**src/hdl/hsvrgb_pkg.sv**
```systemverilog
// Shared types and constants for the HSV/HSL to RGB converter.
// Used by every module of the block; depends on nothing else.
package hsvrgb_pkg;

    localparam int HUE_BITS     = 16;
    localparam int CHANNEL_BITS = 8;
    localparam int QUEUE_DEPTH  = 4;

    localparam int RAMP_BITS = HUE_BITS + 1;
    localparam int CN_BITS   = 2 * CHANNEL_BITS;
    localparam int OFF_BITS  = 2 * CHANNEL_BITS + 1;

    localparam logic [CHANNEL_BITS-1:0] CH_FULL = '1;
    localparam logic [RAMP_BITS-1:0]    HUE_ONE = RAMP_BITS'(1) << HUE_BITS;

    localparam logic MODE_HSV = 1'b0;
    localparam logic MODE_HSL = 1'b1;

    localparam logic [2:0] SEXT_RED     = 3'd0;
    localparam logic [2:0] SEXT_YELLOW  = 3'd1;
    localparam logic [2:0] SEXT_GREEN   = 3'd2;
    localparam logic [2:0] SEXT_CYAN    = 3'd3;
    localparam logic [2:0] SEXT_BLUE    = 3'd4;
    localparam logic [2:0] SEXT_MAGENTA = 3'd5;

    typedef struct packed {
        logic                    req_type;
        logic [HUE_BITS-1:0]     hue;
        logic [CHANNEL_BITS-1:0] saturation;
        logic [CHANNEL_BITS-1:0] level;
    } hsx_item_t;

    typedef struct packed {
        logic [CHANNEL_BITS-1:0] red;
        logic [CHANNEL_BITS-1:0] green;
        logic [CHANNEL_BITS-1:0] blue;
    } rgb_item_t;

    typedef struct packed {
        logic                    hsl;
        logic [2:0]              sext;
        logic [RAMP_BITS-1:0]    ramp;
        logic [CN_BITS-1:0]      cn;
        logic [CHANNEL_BITS-1:0] lvl;
    } work_item_t;

endpackage

```
**src/hdl/hsvrgb_front.sv**
```systemverilog
// Front end: accepts an item, finds the hue sextant and ramp, and forms chroma times F^2.
// Depends on hsvrgb_pkg; feeds hsvrgb_queue.
module hsvrgb_front
(
    input  logic                   clk,
    input  logic                   rst_n,
    input  logic                   push,
    output logic                   full,
    input  hsvrgb_pkg::hsx_item_t  hsx,
    input  logic                   q_full,
    output logic                   q_push,
    output hsvrgb_pkg::work_item_t q_item
);

    localparam int HB = hsvrgb_pkg::HUE_BITS;
    localparam int CB = hsvrgb_pkg::CHANNEL_BITS;

    logic                   accept;
    logic [HB+2:0]          six;
    logic [2:0]             sext;
    logic [HB-1:0]          frac;
    logic [CB:0]            twol;
    logic [CB:0]            full_x;
    logic [CB:0]            lvl_dist;
    logic [CB-1:0]          chroma_scale;
    logic [CB-1:0]          mult_a;
    hsvrgb_pkg::work_item_t item_next;
    hsvrgb_pkg::work_item_t item_reg;
    logic                   valid_next;
    logic                   valid_reg;

    assign accept = push && !full;
    assign full   = valid_reg && q_full;
    assign q_push = valid_reg && !q_full;
    assign q_item = item_reg;

    always_comb
    begin
        six          = ({3'b000, hsx.hue} << 2) + ({3'b000, hsx.hue} << 1);
        sext         = six[HB+2:HB];
        frac         = six[HB-1:0];
        twol         = {hsx.level, 1'b0};
        full_x       = {1'b0, hsvrgb_pkg::CH_FULL};
        lvl_dist     = (twol >= full_x) ? (twol - full_x) : (full_x - twol);
        chroma_scale = hsvrgb_pkg::CH_FULL - lvl_dist[CB-1:0];
        mult_a       = (hsx.req_type == hsvrgb_pkg::MODE_HSL) ? chroma_scale : hsx.level;

        item_next.hsl  = hsx.req_type;
        item_next.sext = sext;
        item_next.ramp = sext[0] ? (hsvrgb_pkg::HUE_ONE - {1'b0, frac}) : {1'b0, frac};
        item_next.cn   = {{CB{1'b0}}, mult_a} * {{CB{1'b0}}, hsx.saturation};
        item_next.lvl  = hsx.level;
    end

    always_comb
    begin
        if (accept)
        begin
            valid_next = 1'b1;
        end
        else if (q_push)
        begin
            valid_next = 1'b0;
        end
        else
        begin
            valid_next = valid_reg;
        end
    end

    always_ff @(posedge clk or negedge rst_n)
    begin
        if (!rst_n)
        begin
            valid_reg <= 1'b0;
        end
        else
        begin
            valid_reg <= valid_next;
        end
    end

    always_ff @(posedge clk)
    begin
        if (accept)
        begin
            item_reg <= item_next;
        end
    end

endmodule

```
**src/hdl/hsvrgb_queue.sv**
```systemverilog
// Short first-in first-out queue of work items between the front and back ends.
// Depends on hsvrgb_pkg for the work item type.
module hsvrgb_queue
#(
    parameter int DEPTH = hsvrgb_pkg::QUEUE_DEPTH
)
(
    input  logic                   clk,
    input  logic                   rst_n,
    input  logic                   push,
    output logic                   full,
    input  hsvrgb_pkg::work_item_t wr_item,
    input  logic                   pop,
    output logic                   empty,
    output hsvrgb_pkg::work_item_t rd_item
);

    localparam int PTR_BITS = (DEPTH > 1) ? $clog2(DEPTH) : 1;
    localparam int CNT_BITS = $clog2(DEPTH + 1);

    hsvrgb_pkg::work_item_t mem [DEPTH];

    logic                push_ok;
    logic                pop_ok;
    logic [PTR_BITS-1:0] wr_ptr_reg;
    logic [PTR_BITS-1:0] wr_ptr_next;
    logic [PTR_BITS-1:0] rd_ptr_reg;
    logic [PTR_BITS-1:0] rd_ptr_next;
    logic [CNT_BITS-1:0] cnt_reg;
    logic [CNT_BITS-1:0] cnt_next;

    assign full    = (cnt_reg == CNT_BITS'(DEPTH));
    assign empty   = (cnt_reg == '0);
    assign push_ok = push && !full;
    assign pop_ok  = pop && !empty;
    assign rd_item = mem[rd_ptr_reg];

    always_comb
    begin
        wr_ptr_next = wr_ptr_reg;
        rd_ptr_next = rd_ptr_reg;
        cnt_next    = cnt_reg;
        if (push_ok)
        begin
            wr_ptr_next = (wr_ptr_reg == PTR_BITS'(DEPTH - 1)) ? '0 : wr_ptr_reg + 1'b1;
        end
        if (pop_ok)
        begin
            rd_ptr_next = (rd_ptr_reg == PTR_BITS'(DEPTH - 1)) ? '0 : rd_ptr_reg + 1'b1;
        end
        if (push_ok && !pop_ok)
        begin
            cnt_next = cnt_reg + 1'b1;
        end
        else if (pop_ok && !push_ok)
        begin
            cnt_next = cnt_reg - 1'b1;
        end
    end

    always_ff @(posedge clk or negedge rst_n)
    begin
        if (!rst_n)
        begin
            wr_ptr_reg <= '0;
            rd_ptr_reg <= '0;
            cnt_reg    <= '0;
        end
        else
        begin
            wr_ptr_reg <= wr_ptr_next;
            rd_ptr_reg <= rd_ptr_next;
            cnt_reg    <= cnt_next;
        end
    end

    always_ff @(posedge clk)
    begin
        if (push_ok)
        begin
            mem[wr_ptr_reg] <= wr_item;
        end
    end

    a_cnt_bound: assert property (@(posedge clk) disable iff (!rst_n)
        cnt_reg <= CNT_BITS'(DEPTH))
        else $error("Queue holds more items than its depth.");

    a_cnt_track: assert property (@(posedge clk) disable iff (!rst_n)
        (push_ok && !pop_ok) |=> cnt_reg == $past(cnt_reg) + 1'b1)
        else $error("Queue count missed a write.");

    a_cnt_drain: assert property (@(posedge clk) disable iff (!rst_n)
        (pop_ok && !push_ok) |=> cnt_reg == $past(cnt_reg) - 1'b1)
        else $error("Queue count missed a read.");

endmodule

```
**src/hdl/hsvrgb_back.sv**
```systemverilog
// Back end: places chroma and ramp into the channels, adds the offset and scales to 0..F.
// Four register stages, the last being the result register. Depends on hsvrgb_pkg.
module hsvrgb_back
(
    input  logic                   clk,
    input  logic                   rst_n,
    input  logic                   q_empty,
    input  hsvrgb_pkg::work_item_t q_item,
    output logic                   q_pop,
    output logic                   empty,
    input  logic                   pop,
    output hsvrgb_pkg::rgb_item_t  rgb
);

    localparam int HB       = hsvrgb_pkg::HUE_BITS;
    localparam int CB       = hsvrgb_pkg::CHANNEL_BITS;
    localparam int OB       = hsvrgb_pkg::OFF_BITS;
    localparam int CN       = hsvrgb_pkg::CN_BITS;
    localparam int RB       = hsvrgb_pkg::RAMP_BITS;
    localparam int EST_BITS = CB + 2;

    localparam logic [1:0] ROLE_ZERO   = 2'd0;
    localparam logic [1:0] ROLE_CHROMA = 2'd1;
    localparam logic [1:0] ROLE_RAMP   = 2'd2;

    localparam logic [OB:0] FULL_1 = {{(OB + 1 - CB){1'b0}}, hsvrgb_pkg::CH_FULL};
    localparam logic [OB:0] FULL_2 = FULL_1 << 1;
    localparam logic [OB:0] FULL_3 = FULL_1 + FULL_2;

    logic rdy1;
    logic rdy2;
    logic rdy3;
    logic rdy4;

    logic          s1_valid_reg;
    logic [OB-1:0] s1_off_reg;
    logic [OB-1:0] s1_xs_reg;
    logic [OB-1:0] s1_cc_reg;
    logic [2:0]    s1_sext_reg;

    logic [CN-1:0]    lvl_f;
    logic [OB-1:0]    off_next;
    logic [CN+RB-1:0] xprod;

    logic          s2_valid_reg;
    logic [OB-1:0] s2_u_reg [3];
    logic [1:0]    role [3];
    logic [OB-1:0] add_term [3];
    logic [OB:0]   t_sum [3];

    logic                s3_valid_reg;
    logic [OB-1:0]       s3_u_reg [3];
    logic [EST_BITS-1:0] s3_e_reg [3];
    logic [OB:0]         est_sum [3];

    logic [OB:0]         e_f [3];
    logic [OB:0]         rem [3];
    logic [EST_BITS-1:0] quo [3];
    logic [CB-1:0]       chan [3];

    logic                  out_valid_reg;
    hsvrgb_pkg::rgb_item_t rgb_reg;
    hsvrgb_pkg::rgb_item_t rgb_next;

    assign rdy4  = !out_valid_reg || pop;
    assign rdy3  = !s3_valid_reg || rdy4;
    assign rdy2  = !s2_valid_reg || rdy3;
    assign rdy1  = !s1_valid_reg || rdy2;
    assign q_pop = !q_empty && rdy1;
    assign empty = !out_valid_reg;
    assign rgb   = rgb_reg;

    // The offset and chroma are held times 2*F^2; the ramp product is pre-scaled by 2/H.
    always_comb
    begin
        lvl_f = {q_item.lvl, {CB{1'b0}}} - {{CB{1'b0}}, q_item.lvl};
        if (q_item.hsl == hsvrgb_pkg::MODE_HSL)
        begin
            off_next = {lvl_f, 1'b0} - {1'b0, q_item.cn};
        end
        else
        begin
            off_next = {lvl_f - q_item.cn, 1'b0};
        end
        xprod = {{RB{1'b0}}, q_item.cn} * {{CN{1'b0}}, q_item.ramp};
    end

    always_comb
    begin
        case (s1_sext_reg)
            hsvrgb_pkg::SEXT_RED:
            begin
                role[0] = ROLE_CHROMA; role[1] = ROLE_RAMP;   role[2] = ROLE_ZERO;
            end
            hsvrgb_pkg::SEXT_YELLOW:
            begin
                role[0] = ROLE_RAMP;   role[1] = ROLE_CHROMA; role[2] = ROLE_ZERO;
            end
            hsvrgb_pkg::SEXT_GREEN:
            begin
                role[0] = ROLE_ZERO;   role[1] = ROLE_CHROMA; role[2] = ROLE_RAMP;
            end
            hsvrgb_pkg::SEXT_CYAN:
            begin
                role[0] = ROLE_ZERO;   role[1] = ROLE_RAMP;   role[2] = ROLE_CHROMA;
            end
            hsvrgb_pkg::SEXT_BLUE:
            begin
                role[0] = ROLE_RAMP;   role[1] = ROLE_ZERO;   role[2] = ROLE_CHROMA;
            end
            default:
            begin
                role[0] = ROLE_CHROMA; role[1] = ROLE_ZERO;   role[2] = ROLE_RAMP;
            end
        endcase
    end

    always_comb
    begin
        for (int i = 0; i < 3; i++)
        begin
            case (role[i])
                ROLE_CHROMA: add_term[i] = s1_cc_reg;
                ROLE_RAMP:   add_term[i] = s1_xs_reg;
                default:     add_term[i] = '0;
            endcase
            t_sum[i] = {1'b0, s1_off_reg} + {1'b0, add_term[i]};

            // Quotient by F = 2^CB - 1, estimated low by at most two.
            est_sum[i] = {1'b0, s2_u_reg[i]} + {1'b0, s2_u_reg[i] >> CB};

            e_f[i] = {s3_e_reg[i], {CB{1'b0}}} - {{CB{1'b0}}, s3_e_reg[i]};
            rem[i] = {1'b0, s3_u_reg[i]} - e_f[i];
            if (rem[i] >= FULL_2)
            begin
                quo[i] = s3_e_reg[i] + EST_BITS'(2);
            end
            else if (rem[i] >= FULL_1)
            begin
                quo[i] = s3_e_reg[i] + EST_BITS'(1);
            end
            else
            begin
                quo[i] = s3_e_reg[i];
            end
            chan[i] = (quo[i] > {2'b00, hsvrgb_pkg::CH_FULL}) ? hsvrgb_pkg::CH_FULL
                                                              : quo[i][CB-1:0];
        end
        rgb_next.red   = chan[0];
        rgb_next.green = chan[1];
        rgb_next.blue  = chan[2];
    end

    always_ff @(posedge clk or negedge rst_n)
    begin
        if (!rst_n)
        begin
            s1_valid_reg  <= 1'b0;
            s2_valid_reg  <= 1'b0;
            s3_valid_reg  <= 1'b0;
            out_valid_reg <= 1'b0;
        end
        else
        begin
            if (rdy1)
            begin
                s1_valid_reg <= !q_empty;
            end
            if (rdy2)
            begin
                s2_valid_reg <= s1_valid_reg;
            end
            if (rdy3)
            begin
                s3_valid_reg <= s2_valid_reg;
            end
            if (rdy4)
            begin
                out_valid_reg <= s3_valid_reg;
            end
        end
    end

    always_ff @(posedge clk)
    begin
        if (rdy1)
        begin
            s1_off_reg  <= off_next;
            s1_xs_reg   <= xprod[HB-1 +: OB];
            s1_cc_reg   <= {q_item.cn, 1'b0};
            s1_sext_reg <= q_item.sext;
        end
        for (int i = 0; i < 3; i++)
        begin
            if (rdy2)
            begin
                s2_u_reg[i] <= t_sum[i][OB:1];
            end
            if (rdy3)
            begin
                s3_u_reg[i] <= s2_u_reg[i];
                s3_e_reg[i] <= est_sum[i][OB:CB];
            end
        end
        if (rdy4)
        begin
            rgb_reg <= rgb_next;
        end
    end

    a_est_red: assert property (@(posedge clk) disable iff (!rst_n)
        s3_valid_reg |-> rem[0] < FULL_3)
        else $error("Red quotient estimate is off by more than two.");

    a_est_green: assert property (@(posedge clk) disable iff (!rst_n)
        s3_valid_reg |-> rem[1] < FULL_3)
        else $error("Green quotient estimate is off by more than two.");

    a_est_blue: assert property (@(posedge clk) disable iff (!rst_n)
        s3_valid_reg |-> rem[2] < FULL_3)
        else $error("Blue quotient estimate is off by more than two.");

endmodule

```
**src/hdl/hsv_hsl_to_rgb.sv**
```systemverilog
// Top level of the HSV/HSL to RGB converter.
// Instantiates hsvrgb_front, hsvrgb_queue and hsvrgb_back; depends on hsvrgb_pkg.
//
// Usage: items enter as a queue write. An item is taken at a rising edge with push
// high and full low; hsx carries the model select, hue, saturation and level.
// Results leave as a queue read. While empty is low the oldest result is on rgb,
// and it is taken at a rising edge with pop high.
// Throughput is one item per clock while pop stays high. With no stall, an item
// passes the front register, a queue slot, three arithmetic stages and the result
// register before its result shows on rgb. The one multiplier in the front and the
// one in the back each work on one item per cycle while nothing stalls.
// When pop stays low, the back stages fill, then the queue of QUEUE_DEPTH items,
// then the front register, and only then does full rise; nothing is lost.
// Reset empties every stage and the queue, so empty is high and full is low after
// reset. No item influences the next.
module hsv_hsl_to_rgb
#(
    parameter int QUEUE_DEPTH = hsvrgb_pkg::QUEUE_DEPTH
)
(
    input  logic                  clk,
    input  logic                  rst_n,
    input  logic                  push,
    output logic                  full,
    input  hsvrgb_pkg::hsx_item_t hsx,
    output logic                  empty,
    input  logic                  pop,
    output hsvrgb_pkg::rgb_item_t rgb
);

    logic                   q_full;
    logic                   q_push;
    hsvrgb_pkg::work_item_t q_wr_item;
    logic                   q_empty;
    logic                   q_pop;
    hsvrgb_pkg::work_item_t q_rd_item;

    hsvrgb_front u_front
    (
        .clk    (clk),
        .rst_n  (rst_n),
        .push   (push),
        .full   (full),
        .hsx    (hsx),
        .q_full (q_full),
        .q_push (q_push),
        .q_item (q_wr_item)
    );

    hsvrgb_queue
    #(
        .DEPTH (QUEUE_DEPTH)
    )
    u_queue
    (
        .clk     (clk),
        .rst_n   (rst_n),
        .push    (q_push),
        .full    (q_full),
        .wr_item (q_wr_item),
        .pop     (q_pop),
        .empty   (q_empty),
        .rd_item (q_rd_item)
    );

    hsvrgb_back u_back
    (
        .clk     (clk),
        .rst_n   (rst_n),
        .q_empty (q_empty),
        .q_item  (q_rd_item),
        .q_pop   (q_pop),
        .empty   (empty),
        .pop     (pop),
        .rgb     (rgb)
    );

endmodule

```
**config.mk**
```make
export PLATFORM = sky130hd
export DESIGN_NAME = hsv_hsl_to_rgb
export DESIGN_NICKNAME = d
export VERILOG_FILES = /design/src/hdl/hsvrgb_pkg.sv /design/src/hdl/hsvrgb_front.sv /design/src/hdl/hsvrgb_queue.sv /design/src/hdl/hsvrgb_back.sv /design/src/hdl/hsv_hsl_to_rgb.sv
export SDC_FILE = /design/constraint.sdc
export NUM_CORES = 2
export LEC_CHECK = 0
export BUFFER_PORTS_ARGS = -buffer_cell sky130_fd_sc_hd__buf_2
export CAP_MARGIN = 0
export CORE_AREA = 2 2 246 248
export CTS_CLUSTER_DIAMETER = 60
export DETAILED_ROUTE_END_ITERATION = 16
export DIE_AREA = 0 0 248 250
export PLACE_DENSITY_LB_ADDON = 0.12
export SYNTH_ARGS = -nofsm -noshare
export SYNTH_HDL_FRONTEND = slang
export SYNTH_SLANG_ARGS = --single-unit
```
**constraint.sdc**
```tcl
create_clock -name clk -period 13.65 [get_ports clk]
set_clock_uncertainty 0.1 [all_clocks]
set_input_delay 0.6825 -clock clk [delete_from_list [all_inputs] [get_ports clk]]
set_output_delay 0.6825 -clock clk [all_outputs]
set_load 0.005 [all_outputs]
```
---- Yosys cells after proc, flatten, opt, wreduce, memory -nomap -nowiden ----
Memory sizes are Yosys's and may differ from the RTL's.
Index checks and enable logic that the tools add are counted.
operators by class
  add/subtract/negate cells ............... 30
  $mul .................................... 2
  magnitude comparators ................... 10
  equal/unequal tests ..................... 13
  multiplexer cells ....................... 26
  reductions and logical operators ........ 25
operator list
  cell                      number
  $pmux W17 S2              3
  $mux W10                  6
  $add A17 B17 Y18          3
  $add A17 B9 Y18           3
  $ge A18 B8 Y1 const B     3
  $ge A18 B9 Y1 const B     3
  $sub A17 B18 Y18          3
  $sub A18 B10 Y18          3
  $mul A16 B17 Y32          1
  $add A10 B1 Y10 const B   3
  $add A10 B2 Y10 const B   3
  $gt A10 B8 Y1 const B     3
  $pmux W6 S5               1
  $add A18 B17 Y19          1
  $mux W17                  1
  $sub A17 B16 Y17          1
  $sub A17 B16 Y17 const A  1
  $mul A8 B8 Y16            1
  $mux W16                  1
  $mux W8                   2
  $sub A16 B16 Y16          1
  $sub A16 B8 Y16           1
  $sub A8 B8 Y8 const A     2
  $eq A2 B2 Y1 const B      5
  other kinds (17)          51
word-level totals
  flip-flop bits (word level) ............. 134
  RAM bits ................................ 312
  input bits .............................. 37
  output and inout bits ................... 26
  logic and storage cells ................. 132
  memories ................................ 4
memory list
  name             words  bits a word  read ports  clocked after memory_dff  write ports  line                source
  u_queue.mem      4      45           1           0                         1            hsvrgb_queue.sv:21  hsvrgb_pkg::work_item_t mem [DEPTH];
  u_back.s2_u_reg  3      17           3           0                         3            hsvrgb_back.sv:46   logic [OB-1:0] s2_u_reg [3];
  u_back.s3_u_reg  3      17           3           0                         3            hsvrgb_back.sv:52   logic [OB-1:0] s3_u_reg [3];
  u_back.s3_e_reg  3      10           3           0                         3            hsvrgb_back.sv:53   logic [EST_BITS-1:0] s3_e_reg [3];

---- Longest topological paths before layout ----
  depth in word-level cells ............... 10
  depth in mapped cells ................... 34
  depth with buffers taken out ............ 30

---- Modules after synthesis ----
A second synthesis with hierarchy kept.
second synthesis, totals
  cells, all modules ...................... 3438
  area, all modules ....................... 37061.8 um^2
by module, submodules not included
  module        times used  cells each  area an instance (um^2)  sequential area each (um^2)
  hsvrgb_back   1           2703        25410.6                  6376.1
  hsvrgb_queue  1           272         6936.7                   5580.4
  hsvrgb_front  1           463         4714.5                   1346.3

---- Worst setup path before layout ----
No wires, ideal clock.
  path type ............................... reg2reg
  start ................................... register u_queue.rd_ptr_reg[0]
  end ..................................... register u_back.s1_xs_reg[16], data pin
  setup time .............................. 0.260 ns
  data arrival time ....................... 8.159 ns
  data required time ...................... 13.290 ns
  setup slack ............................. 5.131 ns
  stages on the path, launching flop included .. 33
  path buffers ............................ 6
  period minus slack after synthesis ...... 8.519 ns
  path through ............................ dfrtp_1 > clkbuf_1 > buf_1 > buf_2 > clkbuf_1 > clkbuf_1 > nand2_1 > o21ai_0 > clkbuf_1 > nor2_1 > fa_1 > inv_1 > fa_1 > fa_1 > fa_1 > inv_1 > fa_1 > inv_1 > fa_1 > inv_1 > ha_1 > a21oi_1 > o21ai_0 > a311oi_1 > a211oi_1 > nand4_1 > a41oi_1 > nand2_1 > o31ai_1 > and2_1 > or4_1 > a31oi_1 > xnor2_1
on the way
  longest elaborated chain between the ends .. 2
RTL lines
  item                        line                source
  start: declaration          hsvrgb_queue.sv:27  logic [PTR_BITS-1:0] rd_ptr_reg;
  start signal: assignment    hsvrgb_queue.sv:72  rd_ptr_reg <= rd_ptr_next;
  $mem_v2 Z4 W45              -
  $mul A16 B17 Y32            hsvrgb_back.sv:85   xprod = {{RB{1'b0}}, q_item.cn} * {{CN{1'b0}}, q_item.ramp};
  named net u_back.xprod[31]  hsvrgb_back.sv:43   logic [CN+RB-1:0] xprod;
  end signal: assignment      hsvrgb_back.sv:189  s1_xs_reg <= xprod[HB-1 +: OB];
  end: declaration            hsvrgb_back.sv:37   logic [OB-1:0] s1_xs_reg;
The timed path passes the listed nets, and every way through them passes these cells.
A chain may end at the register's enable or synchronous reset.

---- Final worst setup path ----
Ends and elaborated chain as after synthesis.

==> metrics.yaml <==
cts.clk_slew.worst_paths_ps: 60
grt_max_degree: 83
fillers: 4656
diodes: 0
cts_made_buffers: 50
max_stage_delay_ps: 790
maxSlewViolCount: 0
syn_avg_cell_area_um2: 10.7
io_pins: 63
num_vias: 24000
initial_core_util_pct: 59.4
die_height_um: 250
synth-main-ff-cell: "edfxtp_1"
tightest_slew_ps: 1040
port_buffers: 62
ys_seq_area_share_pct: 37.3
required_ps: 13870
setup_viol_count_final: 0
drive_gt1_share_pct: 7.67
core_region_area_mm2: 0.0596
num_rows: 90
use_met3_pct: 3.83
drt_iter0_markers: 1336
cts_tree: "built"
period_needed_ps: 8740
hold_violations: 0
path_max_fanout: 44
min_path_type: "primary input to flop"
cts-root-buf: "clkbuf_16"
track_usage_pct: 26.8
drt-pass1-iter-count: 6
cts_buffer_depth: 3
cap_violations: 0
yosys_warnings: 0
syn_inst: 3300
cp.arrival_ps: 8950
pre_cts_ws_ps: 4880
syn-cell-area_mm2: 0.0354
finalWirelength_um: 80600
crit_path_end_kind: "flop"
drc_errors: 0
place_congestion: 0.960
gr-max-usage-layer: "met2"
post-cts-setup-buffers: 0
ys_ff_latch: 441
path_class: "flop to flop"
dp_hpwl_um: 62800
rsz0062_at_grt: "false"
die_x_um: 248
largest_reg_flops: 176
multi_input_area_mm2: 0.0201
maxSlewHeadroom_pct: 30.5
h-tree-depth: 2
postSynth.asyncResetShare_pct: 2.72
wl_per_cell_um: 19.2
synth.distinct_cells: 80
ctsResizeCount: 0
cts.sinks: 441
antenna_found_initial: 0
status: "complete, no violations"
post-route-period-util_pct: 64.0
regArea_mm2: 0.0132
crit_buf_inv: 7
synth_enable_flop_cells: 429
grt_pass1_vias: 24900
fmax_ghz: 0.114
synth_fp_nets: 3939
crit_family: "adder cells"
vias_per_cell: 5.74
ant_nets: 0
final_cell_mix: "inv_1 (481), edfxtp_1 (429), ha_1 (361)"
start_kind: "flop"
grtUsageMet2_pct: 47.8
cp_slowest_cell: "mux4_2"
die-area_mm2: 0.0620
layout_setup_ws_ps: 4910
fin_nets: 4003
grt_overflow: 0
area_growth_pct: 8.45
grt_pass1_wl_um: 130000
layout_commonest_cell: "inv_1"
grt_use_met1_pct: 32.7
final.setup.tns_ps: 0
worstSkewPairLatency_ps: 590
[synthesized netlist by cell type (12+ instances only)]
library cell	n	share of area, %
nor2_1	238	2.5
a211oi_1	12	0.25
a21o_1	47	1.0
a21oi_1	107	1.5
mux4_2	36	2.3
a22oi_1	18	0.38
mux2i_1	22	0.62
and2_1	71	1.3
clkbuf_1	69	0.73
nand2_1	318	3.4
o21ai_0	95	1.3
fa_1	241	14
nand2b_1	28	0.50
xor2_1	56	1.4
edfxtp_1	429	36
o211ai_1	13	0.28
inv_1	481	5.1
or3_1	15	0.27
and3_1	20	0.35
a22o_1	47	1.2
dfrtp_1	12	0.85
nor3_1	55	0.78
o21a_1	31	0.66
nand3_1	42	0.59
nor2b_1	44	0.78
or2_2	13	0.23
mux2_2	16	0.51
xnor2_1	154	3.8
o21bai_1	24	0.51
o31ai_1	12	0.25
ha_1	361	13
nand4_1	17	0.30
[path summary, 6_finish.rpt]
check | startpoint | end | slack (ps) | cells after the start
min in group asynchronous | rst_n | u_queue.cnt_reg[1] | 420 | 2
setup reg to reg | u_queue.rd_ptr_reg[0] | u_back.s1_xs_reg[16] | 4910 | 27
hold / removal | push | u_front.valid_reg | 210 | 2
setup / recovery | u_queue.rd_ptr_reg[0] | u_back.s1_xs_reg[16] | 4910 | 27
hold reg to reg | u_back.s2_u_reg[0][17] | u_back.s3_u_reg[0][17] | 360 | 0
max in group asynchronous | rst_n | u_queue.rd_ptr_reg[0] | 12740 | 2
[logic make-up (layout without fill, tap and decap cells)]
| kind of cell | count (synthesis) | after routing | synth area share, % |
|---|---|---|---|
| AND/OR/NAND/NOR | 905 | 905 | 12.0 |
| flip-flops | 441 | 441 | 37.3 |
| XOR/XNOR | 210 | 210 | 5.20 |
| buffers and inverters | 559 | 664 | 5.94 |
| multiplexers | 75 | 75 | 3.47 |
| adder cells (fa/ha/maj) | 602 | 602 | 26.4 |
| AO/OA/AOI/OAI | 508 | 508 | 9.69 |
[repair_timing]
| action | CTS | global route |
|---|---|---|
| setup endpoints to repair | 0 | 0 |
| endpoints found under the hold margin | 12 | 0 |
| hold buffers | 1 | 0 |
[layer usage]
metal	share of wire, %	up-vias
met3	4.7	159
met5	0	-
met1	41	11800
met4	3.8	0
met2	51	625
li1	-	11500
[worst register-to-register path, cell delays in order, from the launching register on]
cell and delay (ps):
dfrtp_4 560, buf_4 640, mux4_2 810, inv_1 210
nor2_1 90, fa_1 500, inv_1 50, fa_1 500
fa_1 520, inv_1 50, fa_1 470, fa_1 560
inv_1 60, fa_1 540, inv_1 50, ha_1 300
inv_1 60, o21ai_0 170, a311oi_1 70, a211oi_1 430
nand4_1 170, a41oi_1 510, nand2_1 150, o31ai_1 280
and2_1 240, or4_1 150, a31oi_1 100, xnor2_1 140
[cell type report]
type                    count  share of cell area [%]
multi-input cells        2300                    52.4
well taps                 782                    2.55
inverters                 483                    4.73
clock inverters            36                    1.20
flip-flops and latches    441                    34.4
clock buffers              57                    3.39
repair buffers             88                    1.32
[stage by stage]
stage | std cells | hold WS, ps | utilization [%] | instance area [um2]
after floorplan | 3300 | 287 | - | 35400
after global placement | 4093 | 337 | 61.4 | 36600
after detailed placement | 4093 | 345 | 61.4 | 36600
after CTS | 4187 | 175 | 64.4 | 38300
after global routing | 4187 | 194 | 64.4 | 38300
final | 4187 | 206 | 64.4 | 38300
Power is left out: the tool's default activity adds up to more than one toggle a clock period on the data nets, which glitch-free logic cannot reach.
